## config.mk

```make
export PLATFORM = sky130hd
export DESIGN_NAME = dds_spi_command_serializer
export DESIGN_NICKNAME = d
export VERILOG_FILES = /design/src/rtl/dsc_pkg.sv /design/src/rtl/dsc_divider.sv /design/src/rtl/dsc_datapath.sv /design/src/rtl/dds_spi_command_serializer.sv
export SDC_FILE = /design/constraint.sdc
export NUM_CORES = 2
export LEC_CHECK = 0
export BUFFER_PORTS_ARGS = -buffer_cell sky130_fd_sc_hd__buf_4
export CAP_MARGIN = 40
export CORE_UTILIZATION = 60
export CTS_BUF_LIST = sky130_fd_sc_hd__clkbuf_4
export CTS_CLUSTER_SIZE = 24
export DETAILED_ROUTE_END_ITERATION = 8
export PLACE_DENSITY = 0.74
export SETUP_SLACK_MARGIN = 0.02
export SYNTH_ARGS = -nofsm -noshare
export SYNTH_HDL_FRONTEND = slang
export SYNTH_HIERARCHICAL = 1
export SYNTH_SLANG_ARGS = --single-unit
export TNS_END_PERCENT = 5
```

## constraint.sdc

```tcl
create_clock -name clk -period 10.4 [get_ports clk]
set_clock_uncertainty 0.2 [all_clocks]
set_input_delay 2.08 -clock clk [delete_from_list [all_inputs] [get_ports clk]]
set_output_delay 2.08 -clock clk [all_outputs]
set_load 0.01 [all_outputs]
```

## src/rtl/dsc_pkg.sv

```systemverilog
// shared types, constants and the control program of the dds command serializer
package dsc_pkg;

    // system clock of the dds chip in hz
    localparam int SYS_CLOCK_HZ = 500000000;
    // width of a frequency below the system clock
    localparam int RemW = $clog2(SYS_CLOCK_HZ + 1);
    // tuning word width and frame geometry
    localparam int TwW      = 32;
    localparam int FrameW   = 40;
    localparam int BitCntW  = 6;
    localparam int DivCntW  = 2;
    localparam int PcW      = 4;

    // reciprocal of the system clock, scaled so it fills the tuning word width
    localparam int RecipSh = $clog2(SYS_CLOCK_HZ) - 1;
    localparam int ProdW   = RemW + TwW;
    localparam logic [TwW-1:0] RECIP_CLK =
        TwW'((64'd1 << (TwW + RecipSh)) / 64'(SYS_CLOCK_HZ));

    // tuning word unit steps
    localparam logic [DivCntW-1:0] DIV_IDLE = 2'd0;
    localparam logic [DivCntW-1:0] DIV_FIX  = 2'd1;
    localparam logic [DivCntW-1:0] DIV_BACK = 2'd2;
    localparam logic [DivCntW-1:0] DIV_EST  = 2'd3;

    // opcodes of a command
    localparam logic [1:0] OPC_FREQ  = 2'd0;
    localparam logic [1:0] OPC_PHASE = 2'd1;
    localparam logic [1:0] OPC_AMP   = 2'd2;
    localparam logic [1:0] OPC_RAW   = 2'd3;

    // register addresses
    localparam logic [7:0] ADDR_CSR   = 8'h00;
    localparam logic [7:0] ADDR_CFTW0 = 8'h04;
    localparam logic [7:0] ADDR_CPOW0 = 8'h05;
    localparam logic [7:0] ADDR_ACR   = 8'h06;

    // micro operations
    localparam logic [2:0] OP_WAIT_IN  = 3'd0;
    localparam logic [2:0] OP_LOAD     = 3'd1;
    localparam logic [2:0] OP_SHIFT    = 3'd2;
    localparam logic [2:0] OP_JUMP     = 3'd3;
    localparam logic [2:0] OP_WAIT_DIV = 3'd4;

    // jump conditions
    localparam logic [2:0] C_NEVER  = 3'd0;
    localparam logic [2:0] C_ALWAYS = 3'd1;
    localparam logic [2:0] C_RAW    = 3'd2;
    localparam logic [2:0] C_FREQ   = 3'd3;
    localparam logic [2:0] C_PHASE  = 3'd4;

    // frame sources
    localparam logic [2:0] FS_CSR   = 3'd0;
    localparam logic [2:0] FS_FREQ  = 3'd1;
    localparam logic [2:0] FS_PHASE = 3'd2;
    localparam logic [2:0] FS_AMP   = 3'd3;
    localparam logic [2:0] FS_RAW   = 3'd4;

    // program steps
    localparam logic [PcW-1:0] S_IDLE     = 4'd0;
    localparam logic [PcW-1:0] S_CSR_LD   = 4'd1;
    localparam logic [PcW-1:0] S_CSR_SH   = 4'd2;
    localparam logic [PcW-1:0] S_DISP_F   = 4'd3;
    localparam logic [PcW-1:0] S_DISP_P   = 4'd4;
    localparam logic [PcW-1:0] S_AMP_LD   = 4'd5;
    localparam logic [PcW-1:0] S_AMP_SH   = 4'd6;
    localparam logic [PcW-1:0] S_DIV_WAIT = 4'd7;
    localparam logic [PcW-1:0] S_FREQ_LD  = 4'd8;
    localparam logic [PcW-1:0] S_FREQ_SH  = 4'd9;
    localparam logic [PcW-1:0] S_PH_LD    = 4'd10;
    localparam logic [PcW-1:0] S_PH_SH    = 4'd11;
    localparam logic [PcW-1:0] S_RAW_LD   = 4'd12;
    localparam logic [PcW-1:0] S_RAW_SH   = 4'd13;

    // one control word
    typedef struct packed {
        logic [2:0]     op;
        logic [2:0]     cond;
        logic [PcW-1:0] target;
        logic [2:0]     fsel;
        logic           last;
    } cw_t;

    // sequencer to datapath controls
    typedef struct packed {
        logic       capture;
        logic       load;
        logic       shift;
        logic [2:0] fsel;
        logic       last;
    } ctrl_t;

    // datapath to sequencer status
    typedef struct packed {
        logic emit_end;
    } stat_t;

    // control program rom
    function automatic cw_t cw_rom(input logic [PcW-1:0] pc);
        cw_t cw;
        cw = '{op: OP_WAIT_IN, cond: C_NEVER, target: S_IDLE, fsel: FS_CSR, last: 1'b0};
        case (pc)
            S_IDLE:     cw = '{OP_WAIT_IN,  C_RAW,    S_RAW_LD,   FS_CSR,   1'b0};
            S_CSR_LD:   cw = '{OP_LOAD,     C_NEVER,  S_IDLE,     FS_CSR,   1'b0};
            S_CSR_SH:   cw = '{OP_SHIFT,    C_NEVER,  S_IDLE,     FS_CSR,   1'b0};
            S_DISP_F:   cw = '{OP_JUMP,     C_FREQ,   S_DIV_WAIT, FS_CSR,   1'b0};
            S_DISP_P:   cw = '{OP_JUMP,     C_PHASE,  S_PH_LD,    FS_CSR,   1'b0};
            S_AMP_LD:   cw = '{OP_LOAD,     C_NEVER,  S_IDLE,     FS_AMP,   1'b0};
            S_AMP_SH:   cw = '{OP_SHIFT,    C_ALWAYS, S_IDLE,     FS_AMP,   1'b1};
            S_DIV_WAIT: cw = '{OP_WAIT_DIV, C_NEVER,  S_IDLE,     FS_FREQ,  1'b0};
            S_FREQ_LD:  cw = '{OP_LOAD,     C_NEVER,  S_IDLE,     FS_FREQ,  1'b0};
            S_FREQ_SH:  cw = '{OP_SHIFT,    C_ALWAYS, S_IDLE,     FS_FREQ,  1'b1};
            S_PH_LD:    cw = '{OP_LOAD,     C_NEVER,  S_IDLE,     FS_PHASE, 1'b0};
            S_PH_SH:    cw = '{OP_SHIFT,    C_ALWAYS, S_IDLE,     FS_PHASE, 1'b1};
            S_RAW_LD:   cw = '{OP_LOAD,     C_NEVER,  S_IDLE,     FS_RAW,   1'b0};
            S_RAW_SH:   cw = '{OP_SHIFT,    C_ALWAYS, S_IDLE,     FS_RAW,   1'b1};
            default:    cw = '{OP_JUMP,     C_ALWAYS, S_IDLE,     FS_CSR,   1'b0};
        endcase
        return cw;
    endfunction

endpackage

```

## src/rtl/dsc_divider.sv

```systemverilog
// reciprocal multiplier that forms the frequency tuning word in three steps
module dsc_divider
    import dsc_pkg::*;
(
    input  logic             clk,
    input  logic             rst_n,
    input  logic             start,
    input  logic [31:0]      value,
    output logic             busy,
    output logic [TwW-1:0]   quotient
);

    logic [RemW-1:0]    num_reg, num_next;
    logic [ProdW-1:0]   prod_reg, prod_next;
    logic [TwW-1:0]     q_reg, q_next;
    logic [DivCntW-1:0] step_reg, step_next;
    logic [ProdW-1:0]   rem;
    logic               ge1, ge2;

    // estimate by the scaled reciprocal, which is at most two low,
    // then multiply back and add the whole clocks left in the remainder
    always_comb
    begin
        rem       = {num_reg, TwW'(0)} - prod_reg;
        ge1       = rem >= ProdW'(SYS_CLOCK_HZ);
        ge2       = rem >= (ProdW'(SYS_CLOCK_HZ) << 1);
        num_next  = num_reg;
        prod_next = prod_reg;
        q_next    = q_reg;
        step_next = step_reg;
        if (start)
        begin
            num_next  = value[RemW-1:0];
            step_next = DIV_EST;
        end
        else
        begin
            case (step_reg)
                DIV_EST:
                begin
                    prod_next = ProdW'(num_reg) * ProdW'(RECIP_CLK);
                    step_next = DIV_BACK;
                end
                DIV_BACK:
                begin
                    q_next    = prod_reg[RecipSh +: TwW];
                    prod_next = ProdW'(prod_reg[RecipSh +: TwW]) * ProdW'(SYS_CLOCK_HZ);
                    step_next = DIV_FIX;
                end
                DIV_FIX:
                begin
                    q_next    = q_reg + TwW'({ge2, ge1 && !ge2});
                    step_next = DIV_IDLE;
                end
                default:
                begin
                    step_next = DIV_IDLE;
                end
            endcase
        end
    end

    // step register
    always_ff @(posedge clk or negedge rst_n)
    begin
        if (!rst_n)
        begin
            step_reg <= DIV_IDLE;
        end
        else
        begin
            step_reg <= step_next;
        end
    end

    // operand, product and quotient
    always_ff @(posedge clk)
    begin
        num_reg  <= num_next;
        prod_reg <= prod_next;
        q_reg    <= q_next;
    end

    assign busy     = step_reg != DIV_IDLE;
    assign quotient = q_reg;

endmodule

```

## src/rtl/dsc_datapath.sv

```systemverilog
// command latch, frame shift register and output register
module dsc_datapath
    import dsc_pkg::*;
(
    input  logic           clk,
    input  logic           rst_n,
    input  ctrl_t          ctrl,
    input  logic [1:0]     channel,
    input  logic [31:0]    value,
    input  logic [7:0]     raw_address,
    input  logic [2:0]     raw_byte_count,
    input  logic           raw_update,
    input  logic [TwW-1:0] quotient,
    output stat_t          stat,
    output logic           out_valid,
    input  logic           out_ready,
    output logic           sdio_bit,
    output logic           frame_start,
    output logic           frame_end,
    output logic           io_update,
    output logic           last
);

    logic [1:0]          channel_reg;
    logic [31:0]         value_reg;
    logic [7:0]          raddr_reg;
    logic [2:0]          rcount_reg;
    logic                rupd_reg;
    logic [FrameW-1:0]   sr_reg, sr_next;
    logic [BitCntW-1:0]  cnt_reg, cnt_next;
    logic                first_reg, first_next;
    logic                upd_reg, upd_next;
    logic                ov_reg, ov_next;
    logic                sdio_reg, start_reg, end_reg, iou_reg, last_reg;
    logic [7:0]          f_addr;
    logic [31:0]         f_data;
    logic [2:0]          f_bytes;
    logic                f_upd;
    logic [9:0]          amp10;
    logic [TwW-1:0]      tw;
    logic                emit, emit_end;

    // frame contents by source
    always_comb
    begin
        amp10   = (value_reg > 32'd1023) ? 10'h3FF : value_reg[9:0];
        tw      = (value_reg >= 32'(SYS_CLOCK_HZ)) ? '1 : quotient;
        f_addr  = ADDR_CSR;
        f_data  = {24'd0, 8'(8'h10 << channel_reg)};
        f_bytes = 3'd1;
        f_upd   = 1'b1;
        case (ctrl.fsel)
            FS_CSR:
            begin
                f_addr  = ADDR_CSR;
                f_data  = {24'd0, 8'(8'h10 << channel_reg)};
                f_bytes = 3'd1;
            end
            FS_FREQ:
            begin
                f_addr  = ADDR_CFTW0;
                f_data  = tw;
                f_bytes = 3'd4;
            end
            FS_PHASE:
            begin
                f_addr  = ADDR_CPOW0;
                f_data  = {18'd0, value_reg[13:0]};
                f_bytes = 3'd2;
            end
            FS_AMP:
            begin
                f_addr  = ADDR_ACR;
                f_data  = {16'd0, 3'b000, 1'b1, 2'b00, amp10};
                f_bytes = 3'd3;
            end
            FS_RAW:
            begin
                f_addr  = raddr_reg;
                f_data  = value_reg;
                f_bytes = (rcount_reg > 3'd4) ? 3'd4 : rcount_reg;
                f_upd   = rupd_reg;
            end
            default:
            begin
                f_addr  = ADDR_CSR;
                f_bytes = 3'd1;
            end
        endcase
    end

    // load and shift the frame, msb first
    always_comb
    begin
        emit       = ctrl.shift && (!ov_reg || out_ready) && (cnt_reg != '0);
        emit_end   = emit && (cnt_reg == BitCntW'(1));
        sr_next    = sr_reg;
        cnt_next   = cnt_reg;
        first_next = first_reg;
        upd_next   = upd_reg;
        if (ctrl.load)
        begin
            sr_next    = {f_addr, 32'(f_data << (6'd32 - {f_bytes, 3'b000}))};
            cnt_next   = 6'd8 + {f_bytes, 3'b000};
            first_next = 1'b1;
            upd_next   = f_upd;
        end
        else if (emit)
        begin
            sr_next    = {sr_reg[FrameW-2:0], 1'b0};
            cnt_next   = cnt_reg - 1'b1;
            first_next = 1'b0;
        end
        ov_next = emit ? 1'b1 : (out_ready ? 1'b0 : ov_reg);
    end

    // control state
    always_ff @(posedge clk or negedge rst_n)
    begin
        if (!rst_n)
        begin
            cnt_reg <= '0;
            ov_reg  <= 1'b0;
        end
        else
        begin
            cnt_reg <= cnt_next;
            ov_reg  <= ov_next;
        end
    end

    // payload registers
    always_ff @(posedge clk)
    begin
        if (ctrl.capture)
        begin
            channel_reg <= channel;
            value_reg   <= value;
            raddr_reg   <= raw_address;
            rcount_reg  <= raw_byte_count;
            rupd_reg    <= raw_update;
        end
        sr_reg    <= sr_next;
        first_reg <= first_next;
        upd_reg   <= upd_next;
        if (emit)
        begin
            sdio_reg  <= sr_reg[FrameW-1];
            start_reg <= first_reg;
            end_reg   <= emit_end;
            iou_reg   <= emit_end && upd_reg;
            last_reg  <= emit_end && ctrl.last;
        end
    end

    assign stat.emit_end = emit_end;
    assign out_valid     = ov_reg;
    assign sdio_bit      = sdio_reg;
    assign frame_start   = start_reg;
    assign frame_end     = end_reg;
    assign io_update     = iou_reg;
    assign last          = last_reg;

endmodule

```

## src/rtl/dds_spi_command_serializer.sv

```systemverilog
// top level: microcoded sequencer driving the frame datapath and tuning word divider
//
//   channel   signals                                          direction
//   in        in_valid, in_ready, opcode, channel, value,      command beats in
//             raw_address, raw_byte_count, raw_update
//   out       out_valid, out_ready, sdio_bit, frame_start,     one serial bit per beat
//             frame_end, io_update, last
//
// one command is taken at a time; serial bits go out one per cycle while out_ready stays high.
// a command enters, then each frame has a load step and then its bits, with a step per
// dispatch test in between; the 3-step tuning word unit is done while the channel-select
// frame shifts.
// a stall on out_ready holds the shifter at the current bit.
// rst_n clears the step counter, the divider step, the bit counter and the output valid.
module dds_spi_command_serializer
    import dsc_pkg::*;
(
    input  logic        clk,
    input  logic        rst_n,
    input  logic        in_valid,
    output logic        in_ready,
    input  logic [1:0]  opcode,
    input  logic [1:0]  channel,
    input  logic [31:0] value,
    input  logic [7:0]  raw_address,
    input  logic [2:0]  raw_byte_count,
    input  logic        raw_update,
    output logic        out_valid,
    input  logic        out_ready,
    output logic        sdio_bit,
    output logic        frame_start,
    output logic        frame_end,
    output logic        io_update,
    output logic        last
);

    logic [PcW-1:0] pc_reg, pc_next;
    logic [1:0]     opc_reg;
    cw_t            cw;
    ctrl_t          ctrl;
    stat_t          stat;
    logic           accept;
    logic           cond_ok;
    logic [1:0]     opc_sel;
    logic           div_busy;
    logic [TwW-1:0] quotient;

    // control word fetch and condition evaluation
    always_comb
    begin
        cw      = cw_rom(pc_reg);
        accept  = in_valid && (cw.op == OP_WAIT_IN);
        opc_sel = (cw.op == OP_WAIT_IN) ? opcode : opc_reg;
        case (cw.cond)
            C_NEVER:  cond_ok = 1'b0;
            C_ALWAYS: cond_ok = 1'b1;
            C_RAW:    cond_ok = opc_sel == OPC_RAW;
            C_FREQ:   cond_ok = opc_sel == OPC_FREQ;
            C_PHASE:  cond_ok = opc_sel == OPC_PHASE;
            default:  cond_ok = 1'b0;
        endcase
    end

    // step counter
    always_comb
    begin
        pc_next = pc_reg;
        case (cw.op)
            OP_WAIT_IN:
            begin
                if (in_valid)
                begin
                    pc_next = cond_ok ? cw.target : pc_reg + 1'b1;
                end
            end
            OP_LOAD:
            begin
                pc_next = pc_reg + 1'b1;
            end
            OP_SHIFT:
            begin
                if (stat.emit_end)
                begin
                    pc_next = cond_ok ? cw.target : pc_reg + 1'b1;
                end
            end
            OP_JUMP:
            begin
                pc_next = cond_ok ? cw.target : pc_reg + 1'b1;
            end
            OP_WAIT_DIV:
            begin
                if (!div_busy)
                begin
                    pc_next = pc_reg + 1'b1;
                end
            end
            default:
            begin
                pc_next = S_IDLE;
            end
        endcase
    end

    always_ff @(posedge clk or negedge rst_n)
    begin
        if (!rst_n)
        begin
            pc_reg <= S_IDLE;
        end
        else
        begin
            pc_reg <= pc_next;
        end
    end

    // opcode kept for later dispatch
    always_ff @(posedge clk)
    begin
        if (accept)
        begin
            opc_reg <= opcode;
        end
    end

    // datapath controls
    always_comb
    begin
        ctrl.capture = accept;
        ctrl.load    = cw.op == OP_LOAD;
        ctrl.shift   = cw.op == OP_SHIFT;
        ctrl.fsel    = cw.fsel;
        ctrl.last    = cw.last;
    end

    assign in_ready = cw.op == OP_WAIT_IN;

    dsc_divider u_div (
        .clk      (clk),
        .rst_n    (rst_n),
        .start    (accept),
        .value    (value),
        .busy     (div_busy),
        .quotient (quotient)
    );

    dsc_datapath u_dp (
        .clk            (clk),
        .rst_n          (rst_n),
        .ctrl           (ctrl),
        .channel        (channel),
        .value          (value),
        .raw_address    (raw_address),
        .raw_byte_count (raw_byte_count),
        .raw_update     (raw_update),
        .quotient       (quotient),
        .stat           (stat),
        .out_valid      (out_valid),
        .out_ready      (out_ready),
        .sdio_bit       (sdio_bit),
        .frame_start    (frame_start),
        .frame_end      (frame_end),
        .io_update      (io_update),
        .last           (last)
    );

    // a waiting output beat holds until taken
    a_out_hold: assert property (@(posedge clk) disable iff (!rst_n)
        out_valid && !out_ready |=> out_valid
            && $stable({sdio_bit, frame_start, frame_end, io_update, last}))
        else $error("output beat changed while waiting");

    // update pulse only on a frame's closing bit
    a_upd_end: assert property (@(posedge clk) disable iff (!rst_n)
        out_valid && io_update |-> frame_end)
        else $error("io_update without frame_end");

    // tuning word frame is only loaded once the divider has finished
    a_div_done: assert property (@(posedge clk) disable iff (!rst_n)
        pc_reg == S_FREQ_LD |-> !div_busy)
        else $error("frequency frame loaded while divider busy");

    // an accepted command starts the divider
    a_div_start: assert property (@(posedge clk) disable iff (!rst_n)
        accept |=> div_busy)
        else $error("divider not started on command");

endmodule

```

==> impl_results.md <==
- WS Path Type: reg2reg
- CP delay by family, top: adder cells
- Num rows: 94
- Min Tclk post-route: 8831 ps
- Vias in the first global route: 30,600
- RSZ-0062 raised after global routing: no
- Post-route antenna net violation count: 0
- Post-synthesis register bit count: 230
- Vias per cell: 5.954
- Setup TNS: 0 ps
- CTS Buffer Depth: 3
- Status: finished, final reports clean
- Skew-Pair Late Insertion Delay: 810 ps
- Critical Path RT: 10,730 ps
- CTS Buf Count: 59
- Fin nets: 5,408
- CTS tree: built
- Die W: 261.6 um
- First DRT Iteration DRCs: 2,758
- Worst Setup Start Kind: flip-flop
- Rel. slew slack: 35.02%
- Area contributors post-synth: fa_1 (29%), ha_1 (20%), edfxtp_1 (16%)
- Detailed Route WL: 110.4 mm
- Slowest CP cell: edfxtp_1
- Min-delay worst type: reg2reg
- Clock Pin Slew Worst Setup and Hold Paths: 70 ps
- Synth Area per Inst: 9.975 sq um
- Post-CTS Setup Bufs: 0
- Wire per inst: 21.96 um
- CP dominant cell by count: fa_1
- EDFF count, synth: 216
- Max_cap viols: 0
- Fill count: 5,370
- Root Buffer: clkbuf_4
- Crit. End Element: flip-flop
- Router iterations before antenna repair: 6
- First-pass GRT wire length: 172.4 mm
- Netlist cell types: 110
- Grt ovf: 0
- Largest net degree at the start of global routing: 79
- Final Setup Violations: 0
- Synth Warn #: 6
- Post-synth top flop: edfxtp_1
- CTS resizes: 0
- DR DRC count: 0
- Clock Sinks: 230
- Core footprint: 66,220 sq um
- Synth top area share: 28.77%
- Layout cell share with drive strength beyond 1: 6.197%
- Post-Syn Nets: 5,346
- Worst-path fanout max: 10
- Slew @ Worst Pin: 972.7 ps
- Post-CTS Hold Buffers: 0
- Synth Cell Area: 40,430 sq um
- Gr usage total: 33.42%
- CP bufs+invs: 6
- Die footprint: 68,430 sq um
- Initial Util: 61.06%
- Number of buffer cells added on primary ports: 58
- Synth async-reset ratio: 5.652%
- Synth area leader: fa_1
- Hpwl dp: 91.23 mm
- R2R depth: 26
- Slew Limit Fails: 0
- Largest register FFs: 61
- Data arrival, critical path: 9160 ps
- H-tree depth: 2
- CP Depth: 26
- Io pins: 59
- Fin crit share: 84.92%
- Hold depth: 0
- Sequential-to-total area share from yosys stat: 16.90%
- Syn Inst Count: 4,053
- Hold Violations, Final: 0
- Chip height: 261.6 um
- Initial antenna violation count: 3
- Max Clock Freq: 113.2 MHz
- Vias: 29,950
- RD Place Congestion: 0.9896
- Area delta synth->final: 5.540%
- Worst path max stage delay: 880 ps
[kinds of logic after synthesis]
family          after synthesis  share of synthesized area, %
compound gates              683                         11.32
buf+inv                    1003                         9.433
xor+xnor                    163                         3.531
flops                       230                         16.90
fa+ha+maj                  1241                         49.19
simple gates                707                         8.904
mux                          26                        0.7211
[final timing paths]
| path | start | end | slack (ps) |
|---|---|---|---|
| max | u_div/num_reg[11] | u_div/prod_reg[45] | 1570 |
| min | u_dp/first_reg | u_dp/frame_start | 240 |
| max reg2reg | u_div/num_reg[11] | u_div/prod_reg[45] | 1570 |
| min reg2reg | u_dp/first_reg | u_dp/frame_start | 240 |
| max in group asynchronous | rst_n | u_dp/cnt_reg[4] | 8890 |
| min in group asynchronous | rst_n | u_div/step_reg[1] | 920 |
[cells in the mapped netlist (7+ instances only)]
master,number
o211ai_1,15
o31ai_1,11
nor4_1,16
nor3_1,53
nand2_1,186
edfxtp_1,216
xnor2_1,76
nor3b_1,8
ha_1,660
nand4_1,34
nor2_1,157
xor2_1,87
o21ai_0,125
a22oi_1,17
or3_1,16
mux2i_1,14
o221ai_1,17
a22o_1,8
a211oi_1,27
nand3_1,67
a31oi_1,21
and4_1,8
a221oi_1,7
nand2b_1,33
buf_1,7
mux2_2,8
o21bai_1,19
clkbuf_1,62
a21o_1,73
and3_1,27
o21a_1,13
a21oi_1,211
buf_2,15
or2_2,12
inv_1,913
fa_1,581
dfrtp_1,13
nor2b_1,32
and2_1,12
o22ai_1,7
o2bb2ai_1,19
or4_1,7
[through the flow]
step	setup slack, ps	hold slack, ps	area [sq um]	util (%)	instances
floorplan	2634	200.3	40430	-	4053
global placement	1781	215.6	41780	63.09	4910
detailed placement	1690	218.3	41930	63.33	4918
CTS	1648	236.2	42660	64.43	5027
global route	1071	252.0	42670	64.44	5028
finish	1569	235.2	42670	64.44	5029
[metal layers]
| layer | wire length, um | up-vias | global-route usage [%] |
|---|---|---|---|
| li1 | - | 13670 | - |
| met2 | 51840 | 1202 | 53.66 |
| met5 | 0 | - | 0 |
| met1 | 44880 | 14800 | 45.10 |
| met3 | 8620 | 276 | 5.265 |
| met4 | 5105 | 0 | 14.20 |
[area by class of cell]
cell class,instances,area (sq um),share of cell area (%)
Multi-Input combinational cell,2820,29820,69.89
Inverter,914,3431,8.040
Timing Repair Buffer,90,770.7,1.806
Clock buffer,79,593.1,1.390
Clock inverter,30,137.6,0.3226
Tap cell,864,1081,2.534
Antenna cell,2,5.005,0.01173
Sequential cell,230,6832,16.01
[cell usage in the layout (no fill, tap or decap), types with 13 or more instances in the layout]
cell | Yosys | final
mux2i_1 | 14 | 14
nor2_1 | 157 | 156
or3_1 | 16 | 16
nor2b_1 | 32 | 31
a21oi_1 | 211 | 211
dfrtp_1 | 13 | 13
edfxtp_1 | 216 | 216
clkbuf_4 | 0 | 79
fa_1 | 581 | 581
nor3_1 | 53 | 53
nand4_1 | 34 | 34
o21bai_1 | 19 | 19
o21a_1 | 13 | 13
o211ai_1 | 15 | 15
a31oi_1 | 21 | 21
nand3_1 | 67 | 67
and3_1 | 27 | 26
ha_1 | 660 | 658
buf_4 | 2 | 83
a21o_1 | 73 | 73
xnor2_1 | 76 | 76
xor2_1 | 87 | 87
inv_1 | 913 | 913
o2bb2ai_1 | 19 | 19
o21ai_0 | 125 | 125
clkinv_1 | 0 | 16
a211oi_1 | 27 | 27
o221ai_1 | 17 | 17
nand2b_1 | 33 | 33
nor4_1 | 16 | 16
nand2_1 | 186 | 186
a22oi_1 | 17 | 17
Power is left out: the tool's default activity adds up to more than one toggle a clock period on the data nets, which glitch-free logic cannot reach.
